`src/hw/rtl/ptld_pkg.sv`:
```
// ----------------------------------------------------------------------------
// ptld_pkg
// Shared constants, register indexes and sequencer states of the torque
// limited PID duty block.
// ----------------------------------------------------------------------------
package ptld_pkg;

    // Default sizing of the loop state
    localparam int POSITION_BITS  = 16;
    localparam int GAIN_FRAC_BITS = 12;
    localparam int INTEGRAL_BITS  = 48;

    // Fixed field widths
    localparam int GAIN_W     = 24;
    localparam int TARGET_W   = 16;
    localparam int TORQUE_W   = 16;
    localparam int SPEED_W    = 16;
    localparam int TICK_W     = 16;
    localparam int DUTY_W     = 16;
    localparam int CFG_IDX_W  = 3;
    localparam int CFG_DATA_W = 24;
    localparam int CHUNK_W    = 16;
    localparam int TQ_W       = 64;
    localparam int LIM_W      = 32;
    localparam int QUOT_BITS  = 15;
    localparam int TERM_MAX_EXP = 60;

    localparam logic [DUTY_W-1:0] DUTY_FULL = 16'h7FFF;

    // Command codes
    localparam logic CMD_START  = 1'b0;
    localparam logic CMD_UPDATE = 1'b1;

    // Configuration register indexes
    typedef enum logic [CFG_IDX_W-1:0] {
        CFG_GAIN_P     = 3'd0,
        CFG_GAIN_I     = 3'd1,
        CFG_GAIN_D     = 3'd2,
        CFG_TARGET     = 3'd3,
        CFG_MAX_TORQUE = 3'd4,
        CFG_MAX_SPEED  = 3'd5
    } cfg_index_t;

    // Sequencer states
    typedef enum logic [4:0] {
        ST_IDLE,
        ST_STEP_MUL,
        ST_INTEG,
        ST_P_MUL,
        ST_I_LOAD,
        ST_I_MUL,
        ST_D_LOAD,
        ST_D_MUL,
        ST_D_START,
        ST_D_WAIT,
        ST_L_LOAD,
        ST_L_MUL,
        ST_L_START,
        ST_L_WAIT,
        ST_RATIO,
        ST_Q_WAIT,
        ST_DONE
    } seq_state_t;

endpackage

```
`src/hw/rtl/ptld_if.sv`:
```
// ----------------------------------------------------------------------------
// ptld channel interfaces
// Valid/ready channels for command requests and duty results.
// ----------------------------------------------------------------------------
interface ptld_cmd_if #(
    parameter int POSITION_BITS = ptld_pkg::POSITION_BITS
);
    logic                          valid;
    logic                          ready;
    logic                          command;
    logic signed [POSITION_BITS-1:0] position;
    logic signed [ptld_pkg::SPEED_W-1:0] motor_speed;
    logic        [ptld_pkg::TICK_W-1:0]  elapsed_ticks;

    modport source (output valid, command, position, motor_speed, elapsed_ticks,
                    input ready);
    modport sink   (input valid, command, position, motor_speed, elapsed_ticks,
                    output ready);
endinterface

interface ptld_res_if;
    logic                               valid;
    logic                               ready;
    logic signed [ptld_pkg::DUTY_W-1:0] duty;
    logic                               clamped;
    logic                               no_headroom;
    logic                               zero_interval;

    modport source (output valid, duty, clamped, no_headroom, zero_interval,
                    input ready);
    modport sink   (input valid, duty, clamped, no_headroom, zero_interval,
                    output ready);
endinterface

```
`src/hw/rtl/pid_torque_limited_duty.sv`:
```
// ----------------------------------------------------------------------------
// pid_torque_limited_duty
// PID position loop whose torque is scaled by a speed-derated torque limit
// into a signed Q1.15 PWM duty.
// ----------------------------------------------------------------------------
// One request is worked on at a time and cmd.ready is low until its result has
// been taken. A start request latches the position and goes straight to the
// result. An update request makes five short passes through a shared 24x16
// multiplier (three 16-bit chunks each) and up to three passes through a
// one-bit-per-cycle divider, of POSITION_BITS+24 steps for the derivative,
// 48 steps for the torque limit and 15 steps for the duty. With a zero tick
// count the derivative division is skipped, and the duty division is skipped
// when the limit is zero or the torque reaches full scale. Gains are Q12.12; the
// integral saturates at its signed INTEGRAL_BITS bounds. Write configuration
// only while no request is outstanding.
// ----------------------------------------------------------------------------
module pid_torque_limited_duty #(
    parameter int POSITION_BITS  = ptld_pkg::POSITION_BITS,
    parameter int GAIN_FRAC_BITS = ptld_pkg::GAIN_FRAC_BITS,
    parameter int INTEGRAL_BITS  = ptld_pkg::INTEGRAL_BITS
) (
    input  logic                              clk,
    input  logic                              rst_n,
    input  logic                              cfg_we,
    input  logic [ptld_pkg::CFG_IDX_W-1:0]    cfg_index,
    input  logic [ptld_pkg::CFG_DATA_W-1:0]   cfg_data,
    ptld_cmd_if.sink                          cmd,
    ptld_res_if.source                        res
);

    localparam int PB     = POSITION_BITS;
    localparam int IB     = INTEGRAL_BITS;
    localparam int GW     = ptld_pkg::GAIN_W;
    localparam int CW     = ptld_pkg::CHUNK_W;
    localparam int TQ_W   = ptld_pkg::TQ_W;
    localparam int LIM_W  = ptld_pkg::LIM_W;
    localparam int ERR_W  = ((PB > ptld_pkg::TARGET_W) ? PB : ptld_pkg::TARGET_W) + 1;
    localparam int DIFF_W = PB + 1;
    localparam int MB_A   = (ERR_W > DIFF_W) ? ERR_W : DIFF_W;
    localparam int MB_W   = (MB_A > IB) ? MB_A : IB;
    localparam int CH     = (MB_W + CW - 1) / CW;
    localparam int B_W    = CH * CW;
    localparam int ACC_W  = GW + B_W;
    localparam int MC_W   = (CH > 1) ? $clog2(CH) : 1;
    localparam int STEP_W = ERR_W + ptld_pkg::TICK_W;
    localparam int SUM_W  = ((IB > STEP_W) ? IB : STEP_W) + 1;
    localparam int DN_W   = GW + PB;
    localparam int LN_W   = 2 * ptld_pkg::TORQUE_W + ptld_pkg::SPEED_W;
    localparam int LF_W   = LIM_W + GAIN_FRAC_BITS;
    localparam int DEN_W  = (LF_W > ptld_pkg::TICK_W) ? LF_W : ptld_pkg::TICK_W;
    localparam int DVD_W  = (DN_W > LN_W) ? DN_W : LN_W;
    localparam int CNT_W  = $clog2(DVD_W + 1);
    localparam int CAP_W  = (ACC_W > ptld_pkg::TERM_MAX_EXP + 1) ? ACC_W
                                                                 : ptld_pkg::TERM_MAX_EXP + 1;
    localparam logic [CAP_W-1:0] TERM_LIM = CAP_W'(1) << ptld_pkg::TERM_MAX_EXP;

    // Configuration and loop state
    ptld_pkg::seq_state_t state_reg, state_next;
    logic signed [GW-1:0]                      gain_p_reg, gain_i_reg, gain_d_reg;
    logic signed [ptld_pkg::TARGET_W-1:0]      target_reg;
    logic [ptld_pkg::TORQUE_W-1:0]             max_torque_reg;
    logic [ptld_pkg::SPEED_W-1:0]              max_speed_reg;
    logic signed [PB-1:0]                      last_pos_reg;
    logic signed [IB-1:0]                      integ_reg;

    // Working registers
    logic signed [PB-1:0]                      pos_reg;
    logic [ptld_pkg::TICK_W-1:0]               ticks_reg;
    logic signed [ERR_W-1:0]                   err_reg;
    logic [ptld_pkg::SPEED_W-1:0]              spdiff_reg;
    logic                                      hr_reg;
    logic                                      zi_reg;
    logic [GW-1:0]                             a_reg;
    logic [B_W-1:0]                            b_reg;
    logic [ACC_W-1:0]                          acc_reg;
    logic [MC_W-1:0]                           mcnt_reg;
    logic                                      term_neg_reg;
    logic signed [TQ_W-1:0]                    torque_reg;
    logic [LIM_W-1:0]                          lim_reg;
    logic [ptld_pkg::DUTY_W-1:0]               duty_reg;
    logic                                      cl_reg, nh_reg;

    // Combinational values
    logic signed [ERR_W-1:0]                   err_in;
    logic [ERR_W-1:0]                          err_abs_in;
    logic [ERR_W-1:0]                          err_abs;
    logic signed [ptld_pkg::SPEED_W:0]         spd_ext;
    logic [ptld_pkg::SPEED_W:0]                aspd;
    logic [GW-1:0]                             gp_abs, gi_abs, gd_abs;
    logic [IB-1:0]                             integ_abs;
    logic signed [DIFF_W-1:0]                  diff;
    logic [DIFF_W-1:0]                         diff_abs;
    logic [CW-1:0]                             chunk;
    logic [GW+CW-1:0]                          prod;
    logic [ACC_W-1:0]                          acc_step;
    logic                                      mul_last;
    logic signed [SUM_W-1:0]                   step_s, isum;
    logic signed [IB-1:0]                      isat;
    logic [CAP_W-1:0]                          acc_ext, term_mag;
    logic [TQ_W-1:0]                           add_mag;
    logic signed [TQ_W-1:0]                    torque_sum;
    logic [TQ_W-1:0]                           t_abs;
    logic [LF_W-1:0]                           lf, lf_hi;
    logic                                      over;
    logic [ptld_pkg::QUOT_BITS-1:0]            q;

    // Divider hookup
    logic                                      div_start;
    logic [CNT_W-1:0]                          div_steps;
    logic [DEN_W-1:0]                          div_rem_init;
    logic [DVD_W-1:0]                          div_dvd_init;
    logic [DEN_W-1:0]                          div_den;
    logic                                      div_done;
    logic [DVD_W-1:0]                          div_quot;

    ptld_div #(
        .DVD_W (DVD_W),
        .DEN_W (DEN_W),
        .CNT_W (CNT_W)
    ) u_div (
        .clk      (clk),
        .rst_n    (rst_n),
        .start    (div_start),
        .steps    (div_steps),
        .rem_init (div_rem_init),
        .dvd_init (div_dvd_init),
        .den      (div_den),
        .done     (div_done),
        .quot     (div_quot)
    );

    // Request-side arithmetic: error and speed headroom
    always_comb
    begin
        err_in     = ERR_W'(target_reg) - ERR_W'(cmd.position);
        err_abs_in = err_in[ERR_W-1] ? ERR_W'(-err_in) : ERR_W'(err_in);
        spd_ext    = (ptld_pkg::SPEED_W+1)'(cmd.motor_speed);
        aspd       = spd_ext[ptld_pkg::SPEED_W] ? (ptld_pkg::SPEED_W+1)'(-spd_ext)
                                                : (ptld_pkg::SPEED_W+1)'(spd_ext);
    end

    // Operand magnitudes
    always_comb
    begin
        err_abs   = err_reg[ERR_W-1] ? ERR_W'(-err_reg) : ERR_W'(err_reg);
        gp_abs    = gain_p_reg[GW-1] ? GW'(-gain_p_reg) : GW'(gain_p_reg);
        gi_abs    = gain_i_reg[GW-1] ? GW'(-gain_i_reg) : GW'(gain_i_reg);
        gd_abs    = gain_d_reg[GW-1] ? GW'(-gain_d_reg) : GW'(gain_d_reg);
        integ_abs = integ_reg[IB-1] ? IB'(-integ_reg) : IB'(integ_reg);
        diff      = DIFF_W'(pos_reg) - DIFF_W'(last_pos_reg);
        diff_abs  = diff[DIFF_W-1] ? DIFF_W'(-diff) : DIFF_W'(diff);
    end

    // Shared multiplier: top chunk first, accumulate with a 16-bit shift
    always_comb
    begin
        chunk    = b_reg[B_W-1 -: CW];
        prod     = a_reg * chunk;
        acc_step = (acc_reg << CW) + ACC_W'(prod);
        mul_last = (mcnt_reg == MC_W'(CH - 1));
    end

    // Saturating integral update
    always_comb
    begin
        step_s = SUM_W'(acc_reg[STEP_W-2:0]);
        if (err_reg[ERR_W-1])
        begin
            step_s = -step_s;
        end
        isum = SUM_W'(integ_reg) + step_s;
        if (isum[SUM_W-1:IB-1] == '0 || isum[SUM_W-1:IB-1] == '1)
        begin
            isat = isum[IB-1:0];
        end
        else if (isum[SUM_W-1])
        begin
            isat = {1'b1, {(IB-1){1'b0}}};
        end
        else
        begin
            isat = {1'b0, {(IB-1){1'b1}}};
        end
    end

    // Term accumulation into torque, product terms capped at 2^60
    always_comb
    begin
        acc_ext  = CAP_W'(acc_reg);
        term_mag = (acc_ext > TERM_LIM) ? TERM_LIM : acc_ext;
        if (state_reg == ptld_pkg::ST_L_LOAD)
        begin
            add_mag = zi_reg ? '0 : TQ_W'(div_quot);
        end
        else
        begin
            add_mag = TQ_W'(term_mag);
        end
        torque_sum = term_neg_reg ? torque_reg - $signed(add_mag)
                                  : torque_reg + $signed(add_mag);
    end

    // Ratio checks against the scaled limit
    always_comb
    begin
        t_abs = torque_reg[TQ_W-1] ? TQ_W'(-torque_reg) : TQ_W'(torque_reg);
        lf    = LF_W'(lim_reg) << GAIN_FRAC_BITS;
        lf_hi = lf >> CW;
        over  = (t_abs > TQ_W'(lf_hi)) || ({t_abs[LF_W-CW-1:0], {CW{1'b0}}} >= lf);
        q     = div_quot[ptld_pkg::QUOT_BITS-1:0];
    end

    // Sequencer: next state and divider requests
    always_comb
    begin
        state_next   = state_reg;
        div_start    = 1'b0;
        div_steps    = '0;
        div_rem_init = '0;
        div_dvd_init = '0;
        div_den      = '0;
        unique case (state_reg)
            ptld_pkg::ST_IDLE:
            begin
                if (cmd.valid)
                begin
                    state_next = (cmd.command == ptld_pkg::CMD_START) ? ptld_pkg::ST_DONE
                                                                      : ptld_pkg::ST_STEP_MUL;
                end
            end
            ptld_pkg::ST_STEP_MUL:
            begin
                if (mul_last)
                begin
                    state_next = ptld_pkg::ST_INTEG;
                end
            end
            ptld_pkg::ST_INTEG:
            begin
                state_next = ptld_pkg::ST_P_MUL;
            end
            ptld_pkg::ST_P_MUL:
            begin
                if (mul_last)
                begin
                    state_next = ptld_pkg::ST_I_LOAD;
                end
            end
            ptld_pkg::ST_I_LOAD:
            begin
                state_next = ptld_pkg::ST_I_MUL;
            end
            ptld_pkg::ST_I_MUL:
            begin
                if (mul_last)
                begin
                    state_next = ptld_pkg::ST_D_LOAD;
                end
            end
            ptld_pkg::ST_D_LOAD:
            begin
                state_next = ptld_pkg::ST_D_MUL;
            end
            ptld_pkg::ST_D_MUL:
            begin
                if (mul_last)
                begin
                    state_next = zi_reg ? ptld_pkg::ST_L_LOAD : ptld_pkg::ST_D_START;
                end
            end
            ptld_pkg::ST_D_START:
            begin
                div_start    = 1'b1;
                div_steps    = CNT_W'(DN_W);
                div_dvd_init = DVD_W'(acc_reg) << (DVD_W - DN_W);
                div_den      = DEN_W'(ticks_reg);
                state_next   = ptld_pkg::ST_D_WAIT;
            end
            ptld_pkg::ST_D_WAIT:
            begin
                if (div_done)
                begin
                    state_next = ptld_pkg::ST_L_LOAD;
                end
            end
            ptld_pkg::ST_L_LOAD:
            begin
                state_next = ptld_pkg::ST_L_MUL;
            end
            ptld_pkg::ST_L_MUL:
            begin
                if (mul_last)
                begin
                    state_next = ptld_pkg::ST_L_START;
                end
            end
            ptld_pkg::ST_L_START:
            begin
                div_start    = 1'b1;
                div_steps    = CNT_W'(LN_W);
                div_dvd_init = DVD_W'({acc_reg[2*ptld_pkg::TORQUE_W-1:0], {CW{1'b0}}})
                               << (DVD_W - LN_W);
                div_den      = DEN_W'(max_speed_reg);
                state_next   = ptld_pkg::ST_L_WAIT;
            end
            ptld_pkg::ST_L_WAIT:
            begin
                if (div_done)
                begin
                    state_next = ptld_pkg::ST_RATIO;
                end
            end
            ptld_pkg::ST_RATIO:
            begin
                if (lim_reg == '0 || over)
                begin
                    state_next = ptld_pkg::ST_DONE;
                end
                else
                begin
                    div_start    = 1'b1;
                    div_steps    = CNT_W'(ptld_pkg::QUOT_BITS);
                    div_rem_init = DEN_W'({t_abs[LF_W-CW-1:0], {CW{1'b0}}});
                    div_den      = DEN_W'(lf);
                    state_next   = ptld_pkg::ST_Q_WAIT;
                end
            end
            ptld_pkg::ST_Q_WAIT:
            begin
                if (div_done)
                begin
                    state_next = ptld_pkg::ST_DONE;
                end
            end
            ptld_pkg::ST_DONE:
            begin
                if (res.ready)
                begin
                    state_next = ptld_pkg::ST_IDLE;
                end
            end
            default:
            begin
                state_next = ptld_pkg::ST_IDLE;
            end
        endcase
    end

    // Hold state, configuration, last position and integral
    always_ff @(posedge clk or negedge rst_n)
    begin
        if (!rst_n)
        begin
            state_reg      <= ptld_pkg::ST_IDLE;
            gain_p_reg     <= '0;
            gain_i_reg     <= '0;
            gain_d_reg     <= '0;
            target_reg     <= '0;
            max_torque_reg <= '1;
            max_speed_reg  <= '1;
            last_pos_reg   <= '0;
            integ_reg      <= '0;
        end
        else
        begin
            state_reg <= state_next;
            if (cfg_we)
            begin
                case (cfg_index)
                    ptld_pkg::CFG_GAIN_P:     gain_p_reg     <= cfg_data[GW-1:0];
                    ptld_pkg::CFG_GAIN_I:     gain_i_reg     <= cfg_data[GW-1:0];
                    ptld_pkg::CFG_GAIN_D:     gain_d_reg     <= cfg_data[GW-1:0];
                    ptld_pkg::CFG_TARGET:     target_reg     <= cfg_data[ptld_pkg::TARGET_W-1:0];
                    ptld_pkg::CFG_MAX_TORQUE: max_torque_reg <= cfg_data[ptld_pkg::TORQUE_W-1:0];
                    ptld_pkg::CFG_MAX_SPEED:  max_speed_reg  <= cfg_data[ptld_pkg::SPEED_W-1:0];
                    default:                  ;
                endcase
            end
            if (state_reg == ptld_pkg::ST_IDLE && cmd.valid
                && cmd.command == ptld_pkg::CMD_START)
            begin
                last_pos_reg <= cmd.position;
            end
            else if (state_reg == ptld_pkg::ST_D_LOAD)
            begin
                last_pos_reg <= pos_reg;
            end
            if (state_reg == ptld_pkg::ST_INTEG)
            begin
                integ_reg <= isat;
            end
        end
    end

    // Working datapath
    always_ff @(posedge clk)
    begin
        if (state_reg != ptld_pkg::ST_IDLE && state_reg != ptld_pkg::ST_DONE)
        begin
            mcnt_reg <= mcnt_reg + MC_W'(1);
            acc_reg  <= acc_step;
            b_reg    <= b_reg << CW;
        end
        unique case (state_reg)
            ptld_pkg::ST_IDLE:
            begin
                // Latch the request and load the error-times-ticks product
                pos_reg    <= cmd.position;
                ticks_reg  <= cmd.elapsed_ticks;
                err_reg    <= err_in;
                zi_reg     <= (cmd.elapsed_ticks == '0);
                hr_reg     <= ({1'b0, max_speed_reg} > aspd);
                spdiff_reg <= max_speed_reg - aspd[ptld_pkg::SPEED_W-1:0];
                a_reg      <= GW'(cmd.elapsed_ticks);
                b_reg      <= B_W'(err_abs_in);
                acc_reg    <= '0;
                mcnt_reg   <= '0;
                torque_reg <= '0;
                duty_reg   <= '0;
                cl_reg     <= 1'b0;
                nh_reg     <= 1'b0;
                if (cmd.command == ptld_pkg::CMD_START)
                begin
                    zi_reg <= 1'b0;
                end
            end
            ptld_pkg::ST_INTEG:
            begin
                a_reg        <= gp_abs;
                b_reg        <= B_W'(err_abs);
                acc_reg      <= '0;
                mcnt_reg     <= '0;
                term_neg_reg <= gain_p_reg[GW-1] ^ err_reg[ERR_W-1];
            end
            ptld_pkg::ST_I_LOAD:
            begin
                torque_reg   <= torque_sum;
                a_reg        <= gi_abs;
                b_reg        <= B_W'(integ_abs);
                acc_reg      <= '0;
                mcnt_reg     <= '0;
                term_neg_reg <= gain_i_reg[GW-1] ^ integ_reg[IB-1];
            end
            ptld_pkg::ST_D_LOAD:
            begin
                torque_reg   <= torque_sum;
                a_reg        <= gd_abs;
                b_reg        <= B_W'(diff_abs);
                acc_reg      <= '0;
                mcnt_reg     <= '0;
                term_neg_reg <= gain_d_reg[GW-1] ^ diff[DIFF_W-1];
            end
            ptld_pkg::ST_L_LOAD:
            begin
                torque_reg <= torque_sum;
                a_reg      <= GW'(max_torque_reg);
                b_reg      <= {spdiff_reg, {(B_W-CW){1'b0}}} >> (B_W - CW);
                acc_reg    <= '0;
                mcnt_reg   <= '0;
            end
            ptld_pkg::ST_L_WAIT:
            begin
                lim_reg <= hr_reg ? div_quot[LIM_W-1:0] : '0;
            end
            ptld_pkg::ST_RATIO:
            begin
                // Saturate by sign on zero limit or full scale
                if (lim_reg == '0)
                begin
                    nh_reg   <= 1'b1;
                    cl_reg   <= (t_abs != '0);
                    duty_reg <= (t_abs == '0) ? '0
                              : (torque_reg[TQ_W-1] ? -ptld_pkg::DUTY_FULL
                                                    : ptld_pkg::DUTY_FULL);
                end
                else if (over)
                begin
                    cl_reg   <= 1'b1;
                    duty_reg <= torque_reg[TQ_W-1] ? -ptld_pkg::DUTY_FULL
                                                   : ptld_pkg::DUTY_FULL;
                end
            end
            ptld_pkg::ST_Q_WAIT:
            begin
                duty_reg <= torque_reg[TQ_W-1] ? -ptld_pkg::DUTY_W'(q)
                                               : ptld_pkg::DUTY_W'(q);
            end
            default:
            begin
            end
        endcase
    end

    // Channel handshakes and result payload
    assign cmd.ready         = (state_reg == ptld_pkg::ST_IDLE);
    assign res.valid         = (state_reg == ptld_pkg::ST_DONE);
    assign res.duty          = duty_reg;
    assign res.clamped       = cl_reg;
    assign res.no_headroom   = nh_reg;
    assign res.zero_interval = zi_reg;

endmodule

```
`src/hw/rtl/ptld_div.sv`:
```
// ----------------------------------------------------------------------------
// ptld_div
// Bit-serial restoring divider, one quotient bit per cycle. The remainder
// can be preloaded so that fractional quotient bits can be produced.
// ----------------------------------------------------------------------------
module ptld_div #(
    parameter int DVD_W = 48,
    parameter int DEN_W = 44,
    parameter int CNT_W = 6
) (
    input  logic             clk,
    input  logic             rst_n,
    input  logic             start,
    input  logic [CNT_W-1:0] steps,
    input  logic [DEN_W-1:0] rem_init,
    input  logic [DVD_W-1:0] dvd_init,
    input  logic [DEN_W-1:0] den,
    output logic             done,
    output logic [DVD_W-1:0] quot
);

    logic [CNT_W-1:0] cnt_reg;
    logic             done_reg;
    logic [DEN_W-1:0] rem_reg;
    logic [DVD_W-1:0] dvd_reg;
    logic [DEN_W-1:0] den_reg;
    logic [DVD_W-1:0] quot_reg;

    logic [DEN_W:0]   rem_sh;
    logic             fits;
    logic [DEN_W:0]   rem_sub;

    // Shift in the next dividend bit and trial-subtract
    always_comb
    begin
        rem_sh  = {rem_reg, dvd_reg[DVD_W-1]};
        fits    = rem_sh >= {1'b0, den_reg};
        rem_sub = rem_sh - {1'b0, den_reg};
    end

    // Step counter and done pulse
    always_ff @(posedge clk or negedge rst_n)
    begin
        if (!rst_n)
        begin
            cnt_reg  <= '0;
            done_reg <= 1'b0;
        end
        else if (start)
        begin
            cnt_reg  <= steps;
            done_reg <= 1'b0;
        end
        else if (cnt_reg != '0)
        begin
            cnt_reg  <= cnt_reg - CNT_W'(1);
            done_reg <= (cnt_reg == CNT_W'(1));
        end
        else
        begin
            done_reg <= 1'b0;
        end
    end

    // Remainder, dividend and quotient
    always_ff @(posedge clk)
    begin
        if (start)
        begin
            rem_reg  <= rem_init;
            dvd_reg  <= dvd_init;
            den_reg  <= den;
            quot_reg <= '0;
        end
        else if (cnt_reg != '0)
        begin
            rem_reg  <= fits ? rem_sub[DEN_W-1:0] : rem_sh[DEN_W-1:0];
            dvd_reg  <= {dvd_reg[DVD_W-2:0], 1'b0};
            quot_reg <= {quot_reg[DVD_W-2:0], fits};
        end
    end

    assign done = done_reg;
    assign quot = quot_reg;

endmodule

```
`src/flat_wrapper.sv`:
```
// flat-port wrapper written by rule: the top's interface ports become plain ports
module pid_torque_limited_duty_flat 
#(
    parameter int POSITION_BITS  = ptld_pkg::POSITION_BITS,
    parameter int GAIN_FRAC_BITS = ptld_pkg::GAIN_FRAC_BITS,
    parameter int INTEGRAL_BITS  = ptld_pkg::INTEGRAL_BITS
)
  (clk, rst_n, cfg_we, cfg_index, cfg_data, cmd_valid, cmd_command, cmd_position, cmd_motor_speed, cmd_elapsed_ticks, cmd_ready, res_valid, res_duty, res_clamped, res_no_headroom, res_zero_interval, res_ready);
  ptld_cmd_if #(.POSITION_BITS(POSITION_BITS)) cmd_i ();
  ptld_res_if res_i ();
  input  logic clk;
  input  logic rst_n;
  input  logic cfg_we;
  input  logic [ptld_pkg::CFG_IDX_W-1:0] cfg_index;
  input  logic [ptld_pkg::CFG_DATA_W-1:0] cfg_data;
  input wire logic [$bits(cmd_i.valid)-1:0] cmd_valid;
  input wire logic [$bits(cmd_i.command)-1:0] cmd_command;
  input wire logic [$bits(cmd_i.position)-1:0] cmd_position;
  input wire logic [$bits(cmd_i.motor_speed)-1:0] cmd_motor_speed;
  input wire logic [$bits(cmd_i.elapsed_ticks)-1:0] cmd_elapsed_ticks;
  output wire logic [$bits(cmd_i.ready)-1:0] cmd_ready;
  output wire logic [$bits(res_i.valid)-1:0] res_valid;
  output wire logic [$bits(res_i.duty)-1:0] res_duty;
  output wire logic [$bits(res_i.clamped)-1:0] res_clamped;
  output wire logic [$bits(res_i.no_headroom)-1:0] res_no_headroom;
  output wire logic [$bits(res_i.zero_interval)-1:0] res_zero_interval;
  input wire logic [$bits(res_i.ready)-1:0] res_ready;
  assign cmd_i.valid = cmd_valid;
  assign cmd_i.command = cmd_command;
  assign cmd_i.position = cmd_position;
  assign cmd_i.motor_speed = cmd_motor_speed;
  assign cmd_i.elapsed_ticks = cmd_elapsed_ticks;
  assign cmd_ready = cmd_i.ready;
  assign res_valid = res_i.valid;
  assign res_duty = res_i.duty;
  assign res_clamped = res_i.clamped;
  assign res_no_headroom = res_i.no_headroom;
  assign res_zero_interval = res_i.zero_interval;
  assign res_i.ready = res_ready;
  pid_torque_limited_duty #(.POSITION_BITS(POSITION_BITS), .GAIN_FRAC_BITS(GAIN_FRAC_BITS), .INTEGRAL_BITS(INTEGRAL_BITS)) u_core (.clk(clk), .rst_n(rst_n), .cfg_we(cfg_we), .cfg_index(cfg_index), .cfg_data(cfg_data), .cmd(cmd_i), .res(res_i));
endmodule
```
`config.mk`:
```
export PLATFORM = sky130hd
export DESIGN_NAME = pid_torque_limited_duty_flat
export DESIGN_NICKNAME = d
export VERILOG_FILES = /design/src/hw/rtl/ptld_pkg.sv /design/src/hw/rtl/ptld_if.sv /design/src/hw/rtl/pid_torque_limited_duty.sv /design/src/hw/rtl/ptld_div.sv /design/src/flat_wrapper.sv
export SDC_FILE = /design/constraint.sdc
export NUM_CORES = 2
export LEC_CHECK = 0
export ABC_AREA = 1
export BUFFER_PORTS_ARGS = -buffer_cell sky130_fd_sc_hd__buf_2
export CORE_MARGIN = 1
export CORE_UTILIZATION = 50
export DETAILED_ROUTE_END_ITERATION = 10
export PLACE_DENSITY = 0.78
export SLEW_MARGIN = 20
export SYNTH_ARGS = -nofsm -noshare
export SYNTH_HDL_FRONTEND = slang
export SYNTH_SLANG_ARGS = --single-unit
```
`constraint.sdc`:
```
create_clock -name clk -period 16.8 [get_ports clk]
set_clock_uncertainty 0.05 [all_clocks]
set_input_delay 4.2 -clock clk [delete_from_list [all_inputs] [get_ports clk]]
set_output_delay 4.2 -clock clk [all_outputs]
set_load 0.01 [all_outputs]
```
* Word-level counts from Yosys, hierarchy flattened
Index checks and enable logic that the tools add are counted.
Operators by class: reductions and logical operators 36, equality and inequality tests 37, multipliers 1, bitwise logic cells 4, mux-type cells 66, magnitude comparators 5, add/sub/neg operators 21
Operators with widths (count):
- 48-bit 2-to-1 mux | 7
- 44-bit 2-to-1 mux | 6
- 64-bit 2-to-1 mux | 4
- 48-bit one-hot mux with 5 select lines | 1
- 44-bit one-hot mux with 3 select lines | 1
- 64-bit one-hot mux with 2 select lines | 1
- 24-bit one-hot mux with 5 select lines | 1
- 16-bit 2-to-1 mux | 7
- 48-bit one-hot mux with 2 select lines | 1
- 5-bit one-hot mux with 17 select lines | 1
- 72-bit by 40-bit adder with 72-bit output | 1
- 72-bit by 61-bit greater-than comparator with 1-bit output (second input constant) | 1
- 24-bit 2-to-1 mux | 3
- 24-bit negation | 3
- 17-bit 2-to-1 mux | 4
- 64-bit adder | 1
- 64-bit by 28-bit greater-than comparator with 1-bit output | 1
- 64-bit zero test | 1
- 64-bit negation | 1
- 64-bit nonzero test | 1
- 64-bit subtractor | 1
- 5-bit 2-to-1 mux | 12
- 17-bit negation | 3
- 48-bit by 49-bit adder with 49-bit output | 1
- 54 further kinds | 106
Word-level totals: logic and storage cells 201, output and inout port bits 21, bits of input ports 81, bits in registers 708

* Longest topological paths before layout
depth in word-level cells 8, depth in mapped cells 34, depth with buffers taken out 33

* Hierarchy
Synthesis repeated with hierarchy kept, for this count alone.
Second synthesis, totals: cells, all modules 9605, area, all modules 67942.7 um^2
Modules (own cells, without submodules):
- pid_torque_limited_duty | cells each 8041, times used 1, seq. area each 13878.3 um^2, area each 56272.7 um^2
- ptld_div | cells each 1564, times used 1, seq. area each 5220.0 um^2, area each 11669.9 um^2

* Worst setup path after synthesis
OpenSTA, ideal clock, no wires.
path kind register -> output, start point reg u_core.state_reg[2], end point out cmd_ready, slack 9368 ps, data required time 12550 ps, buffers on the path 1, cell stages (with the launch flop) 7, data arrival time 3182 ps, cells stage by stage dfrtp_1 > nor2_1 > inv_1 > nor2_1 > inv_1 > nor2_1 > clkbuf_1
On the way: word-level cells in the longest chain between the ends 1
Ends and longest elaborated chain:
- from (decl) | RTL line pid_torque_limited_duty.sv:58 | ptld_pkg::seq_state_t state_reg, state_next;
- from (signal assigned) | RTL line pid_torque_limited_duty.sv:354 | state_reg <= ptld_pkg::ST_IDLE;
- from (signal assigned) | RTL line pid_torque_limited_duty.sv:366 | state_reg <= state_next;
- 5-bit zero test | RTL line pid_torque_limited_duty.sv:495 | assign cmd.ready = (state_reg == ptld_pkg::ST_IDLE);
- to (decl) | RTL line flat_wrapper.sv:21 | output wire logic [$bits(cmd_i.ready)-1:0] cmd_ready;
No other way between the ends.

* Final worst setup path
start point reg u_core.b_reg[46], end point reg u_core.acc_reg[60] (netlist: u_core.acc_ext[60])
On the way: word-level cells in the longest chain between the ends 2
Ends and longest elaborated chain:
- from (decl) | RTL line pid_torque_limited_duty.sv:74 | logic [B_W-1:0] b_reg;
- from (signal assigned) | RTL line pid_torque_limited_duty.sv:402 | b_reg <= b_reg << CW;
- from (signal assigned) | RTL line pid_torque_limited_duty.sv:415 | b_reg <= B_W'(err_abs_in);
- from (signal assigned) | RTL line pid_torque_limited_duty.sv:430 | b_reg <= B_W'(err_abs);
- 24-bit by 16-bit multiplier with 40-bit output | RTL line pid_torque_limited_duty.sv:158 | prod = a_reg * chunk;
- 72-bit by 40-bit adder with 72-bit output | RTL line pid_torque_limited_duty.sv:159 | acc_step = (acc_reg << CW) + ACC_W'(prod);
- to (signal assigned) | RTL line pid_torque_limited_duty.sv:401 | acc_reg <= acc_step;
- to (decl) | RTL line pid_torque_limited_duty.sv:75 | logic [ACC_W-1:0] acc_reg;
No other way between the ends. A chain may end at the register's enable or synchronous reset.

==> results.txt <==
The number of buffers added to fix hold violations after cts came out at 0. The max-slew violation total from the final report is 0. The run finished with clean final reports. The number of antenna violations at the first check in global routing is 10. Summing every instance area after synthesis gives 66700 um^2. The maximum number of pins on one net before global-route repair came out at 95. The H-tree was split into 3 levels. The cell count after synthesis is 9292. Of the available clock period, the critical path in the final layout requires 0.450. Sorting the synthesized cells by how often they occur yields 2025 x nand2_1, 1721 x inv_1, 958 x nor2_1, 596 x o21ai_0, 589 x a21oi_1. The share of the Yosys chip area taken by registers is 0.283. Excluding fillers, the count of instances in the completed layout stands at 11100. The start point of the critical path is u_core.b_reg[46]$_DFFE_PP_. After synthesis, the largest family of logic cells by area is simple AND/OR/NAND/NOR gates. The upper clock frequency limit came out at 0.132 GHz.

The required time at the endpoint of the critical path is 17.36 ns. Among all cell types in the netlist, the one instantiated most often is nand2_1. The start-to-end type of the worst setup path is reg -> reg.

The count of distinct cell types in the synthesized netlist came out at 84. The buffering stage count on the worst path with inverters included came out at 7. The synthesized area per cell is about 7 um^2.

The routability-driven placement congestion ratio came out at 1.02. The clock tree from TritonCTS is built. After layout, the minimum clock period comes to roughly 7.6 ns. The top cell family by delay on the critical path is adder cells.

The post-cts repair resize count came out at 0. The final number of hold-violating endpoints is 0. The via count of the first global-routing pass came out at 60400. The total area of sequential cells is around 19000 um^2.

The startpoint of the worst hold path is u_core.acc_ext[1]$_SDFFE_PP0P_. The sum of overflow across all layers after global routing came out at 0. Of the post-synthesis cell area, the dominant cell type holds 0.172. The synthesized-area fraction occupied by and/or/nand/nor cells is 0.240. The post-detailed-routing wire length is between 200 and 250 mm. The number of flip-flops under the largest register name is 72. The largest fanout of any net on the critical path is 24. In this design, the critical path's most frequently occurring cell is inv_1. The adder-cell share of the synthesized area is 0.171. Summed over all instances, the cell type with the most area after synthesis is edfxtp_1. The full die area is 135000 um^2. The number of clock buffers inserted by TritonCTS is 87. The post-CTS repair timing setup buffer count is 0. The share of the synthesized area in compound gates (AO/OA/AOI/OAI) came out at 0.144. The die boundary width is 367 um. The total of warnings raised by yosys is 0. The post-detailed-route DRC marker count is 0. The multiplexer fraction of the synthesized cell area is 0. The worst setup margin came out at 9.23 ns. The total track usage came out at 0.324.

The number of filler cells placed in the layout came out at ~13000. The quantity of I/O buffers inserted on ports came out at 101. The fraction of the core area covered by cells at the end of the flow came out at 0.542. The clock passes through at most 3 buffers. The net count of the finished layout is 10000. Of the total synthesized cell area, the portion taken by XOR and XNOR cells is 0.0420. The final setup violation count came out at 0. The slew at the pin with the worst max-slew slack is 1.19 ns.

The number of nets with antenna violations after detailed routing is 0. The most used flip-flop cell after synthesis is edfxtp_1. The fraction of layout instances using a drive strength above 1 is 0.0594. The number of placement rows is 133. The top-level I/O count came out at 102. The number of nets handed over by synthesis was 10100. The region available for standard cell placement spans 132000 um^2.

The clock-pin transition on the worst setup and hold timing paths is 0.06 ns. The kind of capture point of the worst setup path is a flip-flop. In this run the clock root is driven by a clkbuf_16. The average wire per standard cell came out at 20.1 um. The first routing iteration left 6790 violations. The first global-routing pass estimated ~340 mm of wire. The number of synthesized flops with an enable pin is 382. The proportion of synthesized flip-flops having asynchronous set or reset came out at 0.280. Prior to clock tree synthesis, the placed netlist has a worst setup slack of 9.24 ns. In this run the critical register-to-register path is launched from u_core.b_reg[46]$_DFFE_PP_. For this design, the slowest cell found on the critical path is edfxtp_1.

On the worst path, the slowest cell contributes a delay of 1.10 ns. The clock sink count came out at 700. The worst hold path belongs to the class reg -> reg.

The arrival time of data at the critical path endpoint is 8.13 ns. The headroom to the max-slew limit came out at 0.206. The via count came out at 63000.

Setup repair after global routing left no endpoint under its margin. The tool flagged a number of max-cap violations equal to 0. The reg-to-reg setup timing slack came out at 9.23 ns.

Relative to the synthesized area, the layout overhead comes to 7.20%. The first detailed-routing pass took 8 iterations. The clock network latency to the later pin of the worst-skew pair came out at approximately 0.72 ns. The number of cells in the design after placement came out at 10900. The height of the die came out at 367 um. Summing all multi-input logic gate instances after layout gives approximately 40000 um^2. Sorting the synthesized cells by area gives the leading types as edfxtp_1 17%, nand2_1 11%, fa_1 10%. For this configuration, the core starts out at a cell density of 0.506. In this run, synthesis produced a sequential element count of 700. The ratio of routed vias to standard cells is roughly 5.7. The total negative slack is 0 ns. The detailed-placement wirelength estimate came out at 175 mm. The worst setup path is launched from a flip-flop.
[metrics by stage]
step	hold WS (ns)	cell area, um^2
after floorplan	0.391	66700
after global placement	0.400	68400
after detailed placement	0.405	68400
after CTS	0.415	71400
after global routing	0.440	71400
final	0.419	71500
[worst register-to-register path: cells and delay by family (launching register included)]
| family | cells | cell delay, ns |
|---|---|---|
| fa+ha+maj | 7 | 3.58 |
| simple gates | 8 | 1.01 |
| compound gates | 4 | 1.33 |
| flops | 1 | 1.10 |
| buf+inv | 7 | 0.40 |
[layout make-up]
| type | instances | area share |
|---|---|---|
| Timing Repair Buffer | 148 | 0.0124 |
| Multi-Input combinational cell | 6537 | 0.559 |
| Inverter | 1753 | 0.0921 |
| Antenna cell | 3 | 0.000105 |
| Clock inverter | 52 | 0.00737 |
| Tap cell | 1755 | 0.0307 |
| Clock buffer | 110 | 0.0343 |
| Sequential cell | 700 | 0.264 |
[worst paths after layout]
| check | cells past startpoint | end |
|---|---|---|
| hold / removal | 2 | u_core.acc_ext[1]$_SDFFE_PP0P_ |
| hold reg to reg | 2 | u_core.acc_ext[1]$_SDFFE_PP0P_ |
| setup / recovery | 26 | u_core.acc_ext[60]$_SDFFE_PP0P_ |
| max in group asynchronous | 2 | u_core.gain_d_reg[9]$_DFFE_PN0P_ |
| min in group asynchronous | 1 | u_core.gain_i_reg[17]$_DFFE_PN0P_ |
| setup reg to reg | 26 | u_core.acc_ext[60]$_SDFFE_PP0P_ |
[cells by family (layout without fill, tap and decap cells)]
logic type,after synthesis,in the layout
flops,700,700
simple gates,3816,3816
fa+ha+maj,711,711
xor+xnor,320,320
other cells,0,3
compound gates,1690,1690
buf+inv,2055,2063
[per-layer routing]
metal,vias to the layer above,share of wire,GRT usage
li1,29800,-,-
met1,29600,0.40,0.411
met2,2975,0.46,0.531
met3,648,0.086,0.0570
met4,6,0.057,0.165
met5,-,0.00021,0
[cell usage in the layout, fill, tap and decap left out, drive strengths merged, types with 5 or more instances in the layout]
| cell | synthesis | routed |
|---|---|---|
| a211oi | 13 | 13 |
| a21boi | 20 | 20 |
| a21o | 25 | 25 |
| a21oi | 593 | 593 |
| a221oi | 19 | 19 |
| a22o | 11 | 11 |
| a22oi | 32 | 32 |
| a31o | 35 | 35 |
| a31oi | 82 | 82 |
| buf | 66 | 147 |
| bufinv | 0 | 6 |
| clkbuf | 236 | 111 |
| clkinv | 12 | 38 |
| clkinvlp | 0 | 11 |
| dfrtp | 164 | 164 |
| dfstp | 32 | 32 |
| dfxtp | 122 | 122 |
| edfxtp | 382 | 382 |
| fa | 336 | 336 |
| ha | 375 | 375 |
| inv | 1741 | 1750 |
| nand2 | 2061 | 2061 |
| nand3 | 369 | 369 |
| nand3b | 25 | 25 |
| nand4 | 116 | 116 |
| nor2 | 991 | 991 |
| nor3 | 139 | 139 |
| nor3b | 5 | 5 |
| nor4 | 41 | 41 |
| o2111ai | 6 | 6 |
| o211ai | 39 | 39 |
| o21a | 34 | 34 |
| o21ai | 664 | 664 |
| o21bai | 16 | 16 |
| o221ai | 27 | 27 |
| o22ai | 38 | 38 |
| o31ai | 9 | 9 |
| or2 | 60 | 60 |
| xnor2 | 88 | 88 |
| xor2 | 232 | 232 |
Power is left out: the tool's default activity adds up to more than one toggle a clock period on the data nets, which glitch-free logic cannot reach.
